[src/hdl/spm_pkg.sv]
// spm_pkg: shared types, codes and sizes for the stereo peak hold / rms meter
// used by spm_isqrt and stereo_peak_hold_rms_meter; no dependencies
package spm_pkg;

  localparam int LEVEL_BITS   = 16;
  localparam int AGE_BITS     = 16;
  localparam int CFG_BITS     = 16;
  localparam int CFG_IDX_BITS = 2;
  localparam int MODE_BITS    = 2;
  localparam int DECAY_FRAC   = 8;

  // shared multiplier operand width: magnitudes, age overshoot and decay rate
  localparam int MUL_W  = (LEVEL_BITS > AGE_BITS) ?
                          ((LEVEL_BITS > CFG_BITS) ? LEVEL_BITS : CFG_BITS) :
                          ((AGE_BITS > CFG_BITS) ? AGE_BITS : CFG_BITS);
  localparam int PROD_W = 2 * MUL_W;
  localparam int RAD_W  = 2 * LEVEL_BITS;
  localparam int CMP_W  = (AGE_BITS > CFG_BITS) ? AGE_BITS : CFG_BITS;

  localparam logic [MODE_BITS-1:0] MODE_LEVEL   = 2'd0;
  localparam logic [MODE_BITS-1:0] MODE_TICK    = 2'd1;
  localparam logic [MODE_BITS-1:0] MODE_COLLECT = 2'd2;
  localparam logic [MODE_BITS-1:0] MODE_CLEAR   = 2'd3;

  localparam logic [CFG_IDX_BITS-1:0] REG_HOLD_TIME  = 2'd0;
  localparam logic [CFG_IDX_BITS-1:0] REG_DECAY_RATE = 2'd1;

  localparam logic [CFG_BITS-1:0] HOLD_MIN   = 16'd100;
  localparam logic [CFG_BITS-1:0] HOLD_RESET = 16'd1000;
  localparam logic [CFG_BITS-1:0] DECAY_RESET = 16'd256;

  localparam logic [AGE_BITS-1:0]   AGE_MAX    = '1;
  localparam logic [LEVEL_BITS-1:0] FULL_SCALE = LEVEL_BITS'(1) << (LEVEL_BITS - 1);

  typedef enum logic [2:0] {
    ST_IDLE,
    ST_SQ_LEFT,
    ST_SQ_RIGHT,
    ST_ROOT_GO,
    ST_ROOT_WAIT,
    ST_DECAY_MUL,
    ST_DECAY_SUB,
    ST_EMIT
  } state_t;

  typedef struct packed {
    logic [MODE_BITS-1:0]         mode;
    logic signed [LEVEL_BITS-1:0] left_level;
    logic signed [LEVEL_BITS-1:0] right_level;
  } in_item_t;

  typedef struct packed {
    logic                         from_collect;
    logic signed [LEVEL_BITS-1:0] left_out;
    logic signed [LEVEL_BITS-1:0] right_out;
    logic [LEVEL_BITS-1:0]        peak_out;
    logic [LEVEL_BITS-1:0]        rms_out;
  } out_item_t;

  typedef struct packed {
    logic busy;
    logic done;
  } sqrt_stat_t;

endpackage

[src/hdl/spm_isqrt.sv]
// spm_isqrt: iterative floor square root, one result bit per cycle
// depends on spm_pkg for RAD_W and the status struct
module spm_isqrt
  import spm_pkg::*;
(
  input  logic             clk,
  input  logic             rst_n,
  input  logic             start,
  input  logic [RAD_W-1:0] radicand,
  output sqrt_stat_t       stat,
  output logic [RAD_W-1:0] root
);

  localparam logic [RAD_W-1:0] BIT_TOP = RAD_W'(1) << (RAD_W - 2);

  logic [RAD_W-1:0] n_r, n_nxt;
  logic [RAD_W-1:0] root_r, root_nxt;
  logic [RAD_W-1:0] bit_r, bit_nxt;
  logic             busy_r, busy_nxt;
  logic             done_r, done_nxt;
  logic [RAD_W-1:0] trial;

  assign trial = root_r + bit_r;

  always_comb begin
    n_nxt    = n_r;
    root_nxt = root_r;
    bit_nxt  = bit_r;
    busy_nxt = busy_r;
    done_nxt = 1'b0;
    if (start) begin
      n_nxt    = radicand;
      root_nxt = '0;
      bit_nxt  = BIT_TOP;
      busy_nxt = 1'b1;
    end else if (busy_r) begin
      if (n_r >= trial) begin
        n_nxt    = n_r - trial;
        root_nxt = (root_r >> 1) + bit_r;
      end else begin
        root_nxt = root_r >> 1;
      end
      bit_nxt = bit_r >> 2;
      // last step when the trial bit runs off the bottom
      if ((bit_r >> 2) == '0) begin
        busy_nxt = 1'b0;
        done_nxt = 1'b1;
      end
    end
  end

  always_ff @(posedge clk) begin
    if (!rst_n) begin
      busy_r <= 1'b0;
      done_r <= 1'b0;
    end else begin
      busy_r <= busy_nxt;
      done_r <= done_nxt;
    end
    n_r    <= n_nxt;
    root_r <= root_nxt;
    bit_r  <= bit_nxt;
  end

  assign stat.busy = busy_r;
  assign stat.done = done_r;
  assign root      = root_r;

endmodule

[src/hdl/stereo_peak_hold_rms_meter.sv]
// stereo_peak_hold_rms_meter: stereo level meter with peak hold, decay and rms
// depends on spm_pkg and spm_isqrt
//
// usage:
//   in_valid/in_ready/in_data carry one request: level sample, 1 ms tick,
//   collect or clear. out_valid/out_ready/out_data return one result for a
//   level sample or a collect; ticks and clears give none.
//   cfg_valid/cfg_ready/cfg_index/cfg_data write hold_time_ms (index 0, values
//   below 100 stored as 100) and decay_rate (index 1); other indexes ignored.
//   cfg_ready is always high; write only while the meter is idle.
// sequencing:
//   tick and clear finish without leaving idle. a level sample makes two
//   squaring passes through the shared multiplier, then runs the iterative
//   square root, one bit per cycle, then emits. a collect goes straight to
//   emit, or through multiply and subtract first when decay applies. in_ready
//   stays low while busy.
// reset: synchronous, active low; stores and age clear, registers return to
//   hold 1000 ms and rate 256. a result waits in the output register while
//   out_ready is low, and the meter holds its last step until it drains.
module stereo_peak_hold_rms_meter
  import spm_pkg::*;
(
  input  logic                    clk,
  input  logic                    rst_n,
  input  logic                    in_valid,
  output logic                    in_ready,
  input  in_item_t                in_data,
  output logic                    out_valid,
  input  logic                    out_ready,
  output out_item_t               out_data,
  input  logic                    cfg_valid,
  output logic                    cfg_ready,
  input  logic [CFG_IDX_BITS-1:0] cfg_index,
  input  logic [CFG_BITS-1:0]     cfg_data
);

  state_t state_r, state_nxt;

  logic [CFG_BITS-1:0]          hold_r, hold_nxt;
  logic [CFG_BITS-1:0]          decay_r, decay_nxt;
  logic signed [LEVEL_BITS-1:0] left_r, left_nxt;
  logic signed [LEVEL_BITS-1:0] right_r, right_nxt;
  logic [LEVEL_BITS-1:0]        peak_r, peak_nxt;
  logic [LEVEL_BITS-1:0]        rms_r, rms_nxt;
  logic [AGE_BITS-1:0]          age_r, age_nxt;
  logic [LEVEL_BITS-1:0]        mag_l_r, mag_l_nxt;
  logic [LEVEL_BITS-1:0]        mag_r_r, mag_r_nxt;
  logic [AGE_BITS-1:0]          over_r, over_nxt;
  logic [PROD_W-1:0]            acc_r, acc_nxt;
  logic                         collect_r, collect_nxt;
  logic                         out_valid_r, out_valid_nxt;
  out_item_t                    out_data_r, out_data_nxt;

  logic [LEVEL_BITS-1:0] in_mag_l, in_mag_r, in_mag_max;
  logic                  in_fire;
  logic                  decay_hit;
  logic [MUL_W-1:0]      mul_a, mul_b;
  logic [PROD_W-1:0]     prod;
  logic [PROD_W-1:0]     wide_peak;
  logic                  sqrt_start;
  sqrt_stat_t            sqrt_stat;
  logic [RAD_W-1:0]      sqrt_root;

  spm_isqrt u_isqrt (
    .clk      (clk),
    .rst_n    (rst_n),
    .start    (sqrt_start),
    .radicand (RAD_W'(acc_r >> 1)),
    .stat     (sqrt_stat),
    .root     (sqrt_root)
  );

  // magnitude of full-scale negative reads as FULL_SCALE in the unsigned result
  assign in_mag_l   = in_data.left_level[LEVEL_BITS-1] ?
                      LEVEL_BITS'(~in_data.left_level + 1'b1) : LEVEL_BITS'(in_data.left_level);
  assign in_mag_r   = in_data.right_level[LEVEL_BITS-1] ?
                      LEVEL_BITS'(~in_data.right_level + 1'b1) : LEVEL_BITS'(in_data.right_level);
  assign in_mag_max = (in_mag_l > in_mag_r) ? in_mag_l : in_mag_r;

  assign in_ready  = (state_r == ST_IDLE);
  assign in_fire   = in_valid && in_ready;
  assign decay_hit = (CMP_W'(age_r) > CMP_W'(hold_r)) && (peak_r != '0);
  assign wide_peak = PROD_W'(peak_r) << DECAY_FRAC;

  // the one shared multiplier
  always_comb begin
    mul_a = '0;
    mul_b = '0;
    case (state_r)
      ST_SQ_LEFT: begin
        mul_a = MUL_W'(mag_l_r);
        mul_b = MUL_W'(mag_l_r);
      end
      ST_SQ_RIGHT: begin
        mul_a = MUL_W'(mag_r_r);
        mul_b = MUL_W'(mag_r_r);
      end
      ST_DECAY_MUL: begin
        mul_a = MUL_W'(over_r);
        mul_b = MUL_W'(decay_r);
      end
      default: ;
    endcase
  end

  assign prod = mul_a * mul_b;

  always_comb begin
    state_nxt     = state_r;
    hold_nxt      = hold_r;
    decay_nxt     = decay_r;
    left_nxt      = left_r;
    right_nxt     = right_r;
    peak_nxt      = peak_r;
    rms_nxt       = rms_r;
    age_nxt       = age_r;
    mag_l_nxt     = mag_l_r;
    mag_r_nxt     = mag_r_r;
    over_nxt      = over_r;
    acc_nxt       = acc_r;
    collect_nxt   = collect_r;
    out_valid_nxt = out_valid_r;
    out_data_nxt  = out_data_r;
    sqrt_start    = 1'b0;

    if (out_valid_r && out_ready) begin
      out_valid_nxt = 1'b0;
    end

    if (cfg_valid) begin
      case (cfg_index)
        REG_HOLD_TIME:  hold_nxt  = (cfg_data < HOLD_MIN) ? HOLD_MIN : cfg_data;
        REG_DECAY_RATE: decay_nxt = cfg_data;
        default: ;
      endcase
    end

    case (state_r)
      ST_IDLE: begin
        if (in_fire) begin
          case (in_data.mode)
            MODE_LEVEL: begin
              left_nxt    = in_data.left_level;
              right_nxt   = in_data.right_level;
              mag_l_nxt   = in_mag_l;
              mag_r_nxt   = in_mag_r;
              collect_nxt = 1'b0;
              if (in_mag_max >= peak_r) begin
                peak_nxt = in_mag_max;
                age_nxt  = '0;
              end
              state_nxt = ST_SQ_LEFT;
            end
            MODE_TICK: begin
              if (age_r != AGE_MAX) begin
                age_nxt = age_r + 1'b1;
              end
            end
            MODE_COLLECT: begin
              collect_nxt = 1'b1;
              over_nxt    = AGE_BITS'(CMP_W'(age_r) - CMP_W'(hold_r));
              state_nxt   = decay_hit ? ST_DECAY_MUL : ST_EMIT;
            end
            MODE_CLEAR: begin
              left_nxt  = '0;
              right_nxt = '0;
              peak_nxt  = '0;
              rms_nxt   = '0;
              age_nxt   = '0;
            end
            default: ;
          endcase
        end
      end
      ST_SQ_LEFT: begin
        acc_nxt   = prod;
        state_nxt = ST_SQ_RIGHT;
      end
      ST_SQ_RIGHT: begin
        acc_nxt   = acc_r + prod;
        state_nxt = ST_ROOT_GO;
      end
      ST_ROOT_GO: begin
        sqrt_start = 1'b1;
        state_nxt  = ST_ROOT_WAIT;
      end
      ST_ROOT_WAIT: begin
        if (sqrt_stat.done) begin
          rms_nxt   = LEVEL_BITS'(sqrt_root);
          state_nxt = ST_EMIT;
        end
      end
      ST_DECAY_MUL: begin
        acc_nxt   = prod;
        state_nxt = ST_DECAY_SUB;
      end
      ST_DECAY_SUB: begin
        // Q.8 subtract, floored at zero, fraction dropped
        if (wide_peak > acc_r) begin
          peak_nxt = LEVEL_BITS'((wide_peak - acc_r) >> DECAY_FRAC);
        end else begin
          peak_nxt = '0;
        end
        state_nxt = ST_EMIT;
      end
      ST_EMIT: begin
        if (!out_valid_r || out_ready) begin
          out_valid_nxt             = 1'b1;
          out_data_nxt.from_collect = collect_r;
          out_data_nxt.left_out     = left_r;
          out_data_nxt.right_out    = right_r;
          out_data_nxt.peak_out     = peak_r;
          out_data_nxt.rms_out      = rms_r;
          state_nxt                 = ST_IDLE;
        end
      end
      default: state_nxt = ST_IDLE;
    endcase
  end

  always_ff @(posedge clk) begin
    if (!rst_n) begin
      state_r     <= ST_IDLE;
      hold_r      <= HOLD_RESET;
      decay_r     <= DECAY_RESET;
      left_r      <= '0;
      right_r     <= '0;
      peak_r      <= '0;
      rms_r       <= '0;
      age_r       <= '0;
      out_valid_r <= 1'b0;
    end else begin
      state_r     <= state_nxt;
      hold_r      <= hold_nxt;
      decay_r     <= decay_nxt;
      left_r      <= left_nxt;
      right_r     <= right_nxt;
      peak_r      <= peak_nxt;
      rms_r       <= rms_nxt;
      age_r       <= age_nxt;
      out_valid_r <= out_valid_nxt;
    end
    mag_l_r    <= mag_l_nxt;
    mag_r_r    <= mag_r_nxt;
    over_r     <= over_nxt;
    acc_r      <= acc_nxt;
    collect_r  <= collect_nxt;
    out_data_r <= out_data_nxt;
  end

  assign out_valid = out_valid_r;
  assign out_data  = out_data_r;
  assign cfg_ready = 1'b1;

`ifndef SYNTHESIS
  a_sqrt_done_in_wait: assert property (@(posedge clk) disable iff (!rst_n)
    sqrt_stat.done |-> (state_r == ST_ROOT_WAIT))
    else $error("square root finished outside its wait state");

  a_peak_in_range: assert property (@(posedge clk) disable iff (!rst_n)
    peak_r <= FULL_SCALE)
    else $error("held peak above full scale");

  a_rms_in_range: assert property (@(posedge clk) disable iff (!rst_n)
    rms_r <= FULL_SCALE)
    else $error("rms above full scale");

  a_level_starts_square: assert property (@(posedge clk) disable iff (!rst_n)
    (in_fire && (in_data.mode == MODE_LEVEL)) |=> (state_r == ST_SQ_LEFT))
    else $error("level request did not start the squaring pass");
`endif

endmodule
[config.mk]
export PLATFORM = sky130hd
export DESIGN_NAME = stereo_peak_hold_rms_meter
export DESIGN_NICKNAME = d
export VERILOG_FILES = /design/src/hdl/spm_pkg.sv /design/src/hdl/spm_isqrt.sv /design/src/hdl/stereo_peak_hold_rms_meter.sv
export SDC_FILE = /design/constraint.sdc
export NUM_CORES = 1
export LEC_CHECK = 0
export BUFFER_PORTS_ARGS = -buffer_cell sky130_fd_sc_hd__buf_2
export CORE_UTILIZATION = 25
export CTS_BUF_LIST = sky130_fd_sc_hd__clkbuf_16
export DETAILED_ROUTE_END_ITERATION = 10
export GPL_TIMING_DRIVEN = 0
export PLACE_DENSITY_LB_ADDON = 0.08
export SLEW_MARGIN = 20
export SYNTH_ARGS = -nofsm -noshare
export SYNTH_HDL_FRONTEND = slang
export SYNTH_HIERARCHICAL = 1
export SYNTH_SLANG_ARGS = --single-unit
export TNS_END_PERCENT = 20
[constraint.sdc]
create_clock -name clk -period 20.1 [get_ports clk]
set_clock_uncertainty 0.05 [all_clocks]
set_input_delay 4.02 -clock clk [delete_from_list [all_inputs] [get_ports clk]]
set_output_delay 4.02 -clock clk [all_outputs]
set_load 0.05 [all_outputs]
==> results of run 1 <==
## state kept, by name (all words and copies together), names as in the netlist
| name | flops |
|---|---|
| out_data | 65 |
| acc_r | 32 |
| u_isqrt/n_r | 32 |
| u_isqrt/root | 32 |
| age_r | 16 |
| decay_r | 16 |
| hold_r | 16 |
| left_r | 16 |
| mag_l_r | 16 |
| mag_r_r | 16 |
| over_r | 16 |
| peak_r | 16 |
| right_r | 16 |
| rms_r | 16 |
| u_isqrt/bit_r | 16 |
| state_r | 3 |
| collect_r | 1 |
| out_valid | 1 |
| u_isqrt/busy_r | 1 |
| u_isqrt/done_r | 1 |
## per-layer routing
layer  global-route usage  share of wire
met5                    0              0
met4               0.0460          0.026
met3               0.0330          0.046
met2                0.278           0.45
met1                0.234           0.47
## worst max path at each step
stage,endpoint,slack (ns),cells after the start
2_1_floorplan,age_r[11],10.34,23
3_3_place_gp,acc_r[31],8.19,37
3_5_place_dp,acc_r[31],8.24,37
4_1_cts,acc_r[31],8.20,37
5_1_grt,acc_r[31],7.46,37
6_report,acc_r[31],8.32,37
## through the flow
| step | cell area (um2) | total power [W] |
|---|---|---|
| floorplan | 29500 | 0.00378 |
| global placement | 32000 | 0.00498 |
| detailed placement | 32200 | 0.00496 |
| CTS | 33700 | 0.00583 |
| global route | 33700 | 0.00629 |
| finish | 33700 | 0.00574 |
## worst max-delay path, delay by kind of cell (launching register included)
kind | cells | cell delay (ns)
xor gates and xnor gates | 3 | 0.60
adders and majority gates | 8 | 3.83
AOI/OAI and AO/OA | 13 | 3.35
buffers and inverters | 7 | 1.82
DFF | 1 | 0.35
and+or+nand+nor | 6 | 1.47
## where the power goes
group	leakage [nW]	internal (W)	switching, W
Combinational	10.4	0.00140	0.00237
Clock	0.763	0.000461	0.000357
Sequential	2.99	0.000989	0.000160
## layout make-up
cell class	instances	area, um2
sequential	344	8670
clock inverter	38	270
buffer	119	483
inverter	354	1330
multi-input combinational	2486	19100
clock buffer	48	1200
tap	1524	1910
timing repair buffer	131	781
fill	12500	82800
## placed cells by master (no fill, tap or decap), types with 15 or more instances in the layout
cell / n
nand3b_1: 32
clkbuf_1: 99
mux2i_1: 23
or3_1: 18
a22oi_1: 49
nand3_1: 38
o31ai_1: 22
o21a_1: 23
xor2_1: 78
nor2b_1: 26
nor2_1: 336
clkbuf_16: 48
o211ai_1: 16
o21bai_1: 16
o21ai_0: 146
xnor2_1: 112
nor3_1: 23
a21o_1: 94
nand2_1: 383
and3_1: 15
dfxtp_1: 166
edfxtp_1: 178
ha_1: 276
a211oi_1: 29
buf_2: 126
nand2b_1: 25
fa_1: 197
mux2_2: 21
nor4_1: 19
a31oi_1: 38
a21oi_1: 236
inv_1: 357
nand4_1: 33
==> impl_metrics.ini, run 1 <==
[power]
power.density_nw_per_um2 = 170
peakVddDrop_mv = 0.0813
power.leakage_nw = 14.2

[clock_tree]
clk_latency_ns = 0.64
ctsResizeCount = 0
postCtsHoldBufs = 0
cts_max_path_buffers = 3
cts_sinks = 344
cts_setup_buffers = 0
cts_tree = done
htreeDepth = 2
path_clk_slew_ns = 0.06
clockRootBuffer = clkbuf_16
cts_buffers = 46

[sta]
drv_slew = 0
finalWorstSetupSlack_ns = 8.32
timing.hold.ws_ns = 0.364
rsz0062_at_grt = no
setup_viol = 0
fmax_ghz = 0.0849
finalCritPeriodShare = 0.586
worst_slew_pin_slew_ns = 1.15
hold_viol_final = 0
min_period_ns = 11.78
tns_ns = 0
max_slew_margin = 0.237

[run_status]
outcome = complete, no violations

[drt]
finalWirelength_um = 104000
drt_iter0_markers = 1387
wl_per_cell_um = 20.6
via_per_inst = 4.74
antenna_left = 0
dr.pass1.iters = 5
route.detailed.drc = 0
vias = 23900

[synth]
syn_nets = 3833
yosys_warnings = 6
avgSynthCellArea_um2 = 8.93
syn_area_um2 = 29500
syn-instance-count = 3303

[floorplanning]
start_util = 0.253
die-height_um = 345
coreArea_um2 = 117000
die-area_um2 = 119000
rows = 125
die_x_um = 345
ios = 125

[setup_path]
critPathMostFrequentCell = fa_1
startpoint = state_r[1]
worstSetupPathType = reg -> reg
worstPathArrival_ns = 12.09
path_max_fanout = 10
r2r-start = state_r[1]
required_ns = 20.41
worstReg2RegEnd = acc_r[31]
critPathSlowestCell = nor2_1
reg2reg_depth = 37
slowest_delay_ns = 0.71
cp-end-kind = flop
cp-start-kind = flop
rrSetupSlack_ns = 8.32

[cells_and_area]
final_layout_size_suffix_gt1_frac = 0.0821
n_antenna_cell = 0
nets = 4012
fin_util = 0.289
instances_no_fill = 5044
area_delta_synth_final_pct = 14.3

[placement]
gp_congestion = 0.833
dp_slack_ns = 8.24
dp.cells = 4958
portBuffers = 123
hpwl_um = 84200

[grt]
grt_pass1_wl_um = 157000
grt_start_max_net_pins = 33
grt_pass1_vias = 24500
antenna_found_initial = 2
grt_remaining_overflow = 0
grt_use_total = 0.172

[hold_path]
min-delay-start = rms_r[5]
whs_path_depth = 0
hold_end = out_data[5]
hold_path_class = reg -> reg

[run]
drv_cap = 0
No activity file was read; power rests on OpenSTA's default activity.
==> run 2, diff against run 1 <==
Settings changed: ABC_AREA set to 1.
Clock period 20.1 ns to 11 ns, I/O delays scaled along.
==> impl_metrics.ini, run 2 <==
[drt]
dr.pass1.iters = 5
finalWirelength_um = 129000
drt_iter0_markers = 1819
route.detailed.drc = 0
antenna_left = 0
vias = 30900
wl_per_cell_um = 18.9
via_per_inst = 4.52

[cells_and_area]
nets = 5552
largest_register_ffs = 65
layout_common_cells = nand2_1 (1361), inv_1 (821), nor2_1 (386)
final_layout_size_suffix_gt1_frac = 0.0775
n_antenna_cell = 0
area_delta_synth_final_pct = 12.8
layout_commonest_cell = nand2_1
fin_util = 0.285

[setup_path]
startpoint = state_r[0]
worstSetupPathType = reg -> reg
cp-start-kind = flop
r2r-start = state_r[0]
critPathMostFrequentCell = nand2_1
worst-path-buf-inv = 9
cpLargestDelayFamily = adder cells
path_max_fanout = 10
slowest_delay_ns = 0.64
cp-end-kind = flop
required_ns = 11.28
critPathSlowestCell = fa_1
worstPathArrival_ns = 9.76

[sta]
worst_slew_pin_slew_ns = 1.13
max_slew_margin = 0.244
min_period_ns = 9.48
drv_slew = 0
fmax_ghz = 0.105
finalCritPeriodShare = 0.862
rsz0062_at_grt = no
hold_viol_final = 0
setup_viol = 0

[power]
peakVddDrop_mv = 0.212
power.leakage_nw = 18.6
finalPower_w = 0.0138
power.density_nw_per_um2 = 358

[synth]
syn_area_um2 = 34200
syn_nets = 5372
avgSynthCellArea_um2 = 7.07
syn-instance-count = 4842
yosys_warnings = 6

[hold_path]
hold_path_class = reg -> reg
min-delay-start = collect_r

[grt]
antenna_found_initial = 1
grt_pass1_vias = 30900
top_usage_layer = met2
grt_pass1_wl_um = 195000
grt_remaining_overflow = 0
met2_usage = 0.307
grt_use_total = 0.187
grt_start_max_net_pins = 21
use_met1 = 0.264
met3_usage = 0.0194

[placement]
gp_congestion = 0.873
hpwl_um = 108000
portBuffers = 122

[run]
drv_cap = 0

[floorplanning]
coreArea_um2 = 136000
die_x_um = 372
die-area_um2 = 138000
start_util = 0.252
rows = 135
die-height_um = 372
ios = 125

[clock_tree]
cts_buffers = 45
cts_max_path_buffers = 3
clk_latency_ns = 0.61
cts_setup_buffers = 0
postCtsHoldBufs = 0
htreeDepth = 2
cts_sinks = 344
ctsResizeCount = 0
path_clk_slew_ns = 0.06
clockRootBuffer = clkbuf_16
cts_tree = done

[run_status]
outcome = complete, no violations
[run 2: layout make-up]
type	count	area, um2
well taps	1781	2230
plain buffers	129	703
flip-flops and latches	344	8670
multi-input cells	3526	21700
fillers	15300	97000
repair buffers	133	753
clock inverters	37	229
inverters	843	3170
clock buffers	46	1150
[run 2: worst reg2reg max path, delay by kind of cell (launching register included)]
family	cells	cell delay [ns]
adder cells (fa/ha/maj)	8	4.09
AND/OR/NAND/NOR	19	3.20
buffers and inverters	9	1.29
flip-flops	1	0.40
AO/OA/AOI/OAI	1	0.16
[run 2: power breakdown]
part,internal [W],switching [W]
combinational,0.00336,0.00682
clock,0.000785,0.000638
sequential,0.00187,0.000365
[run 2: path summary, 6_finish.rpt]
path / slack [ns] / cells past startpoint / endpoint
max: 1.52 / 37 / acc_r[27]
min: 0.37 / 0 / out_data[64]
max reg2reg: 1.52 / 37 / acc_r[27]
min reg2reg: 0.37 / 0 / out_data[64]
[run 2: layer usage]
layer | up-vias | part of all wire
li1 | 15700 | -
met1 | 14600 | 0.49
met2 | 525 | 0.46
met3 | 100 | 0.034
met4 | 0 | 0.017
met5 | - | 0
[run 2: metrics by stage]
step           instances  hold WS, ns  setup TNS (ns)  cell area, um2  worst slack [ns]
2_1_floorplan       4842        0.350               0           34200              3.61
3_3_place_gp        6745        0.355           -8.98           37000            -0.152
3_5_place_dp        6756        0.365               0           37200              1.57
4_1_cts             6839        0.370               0           38600              1.49
5_1_grt             6839        0.374               0           38600             0.987
6_report            6839        0.374               0           38600              1.52
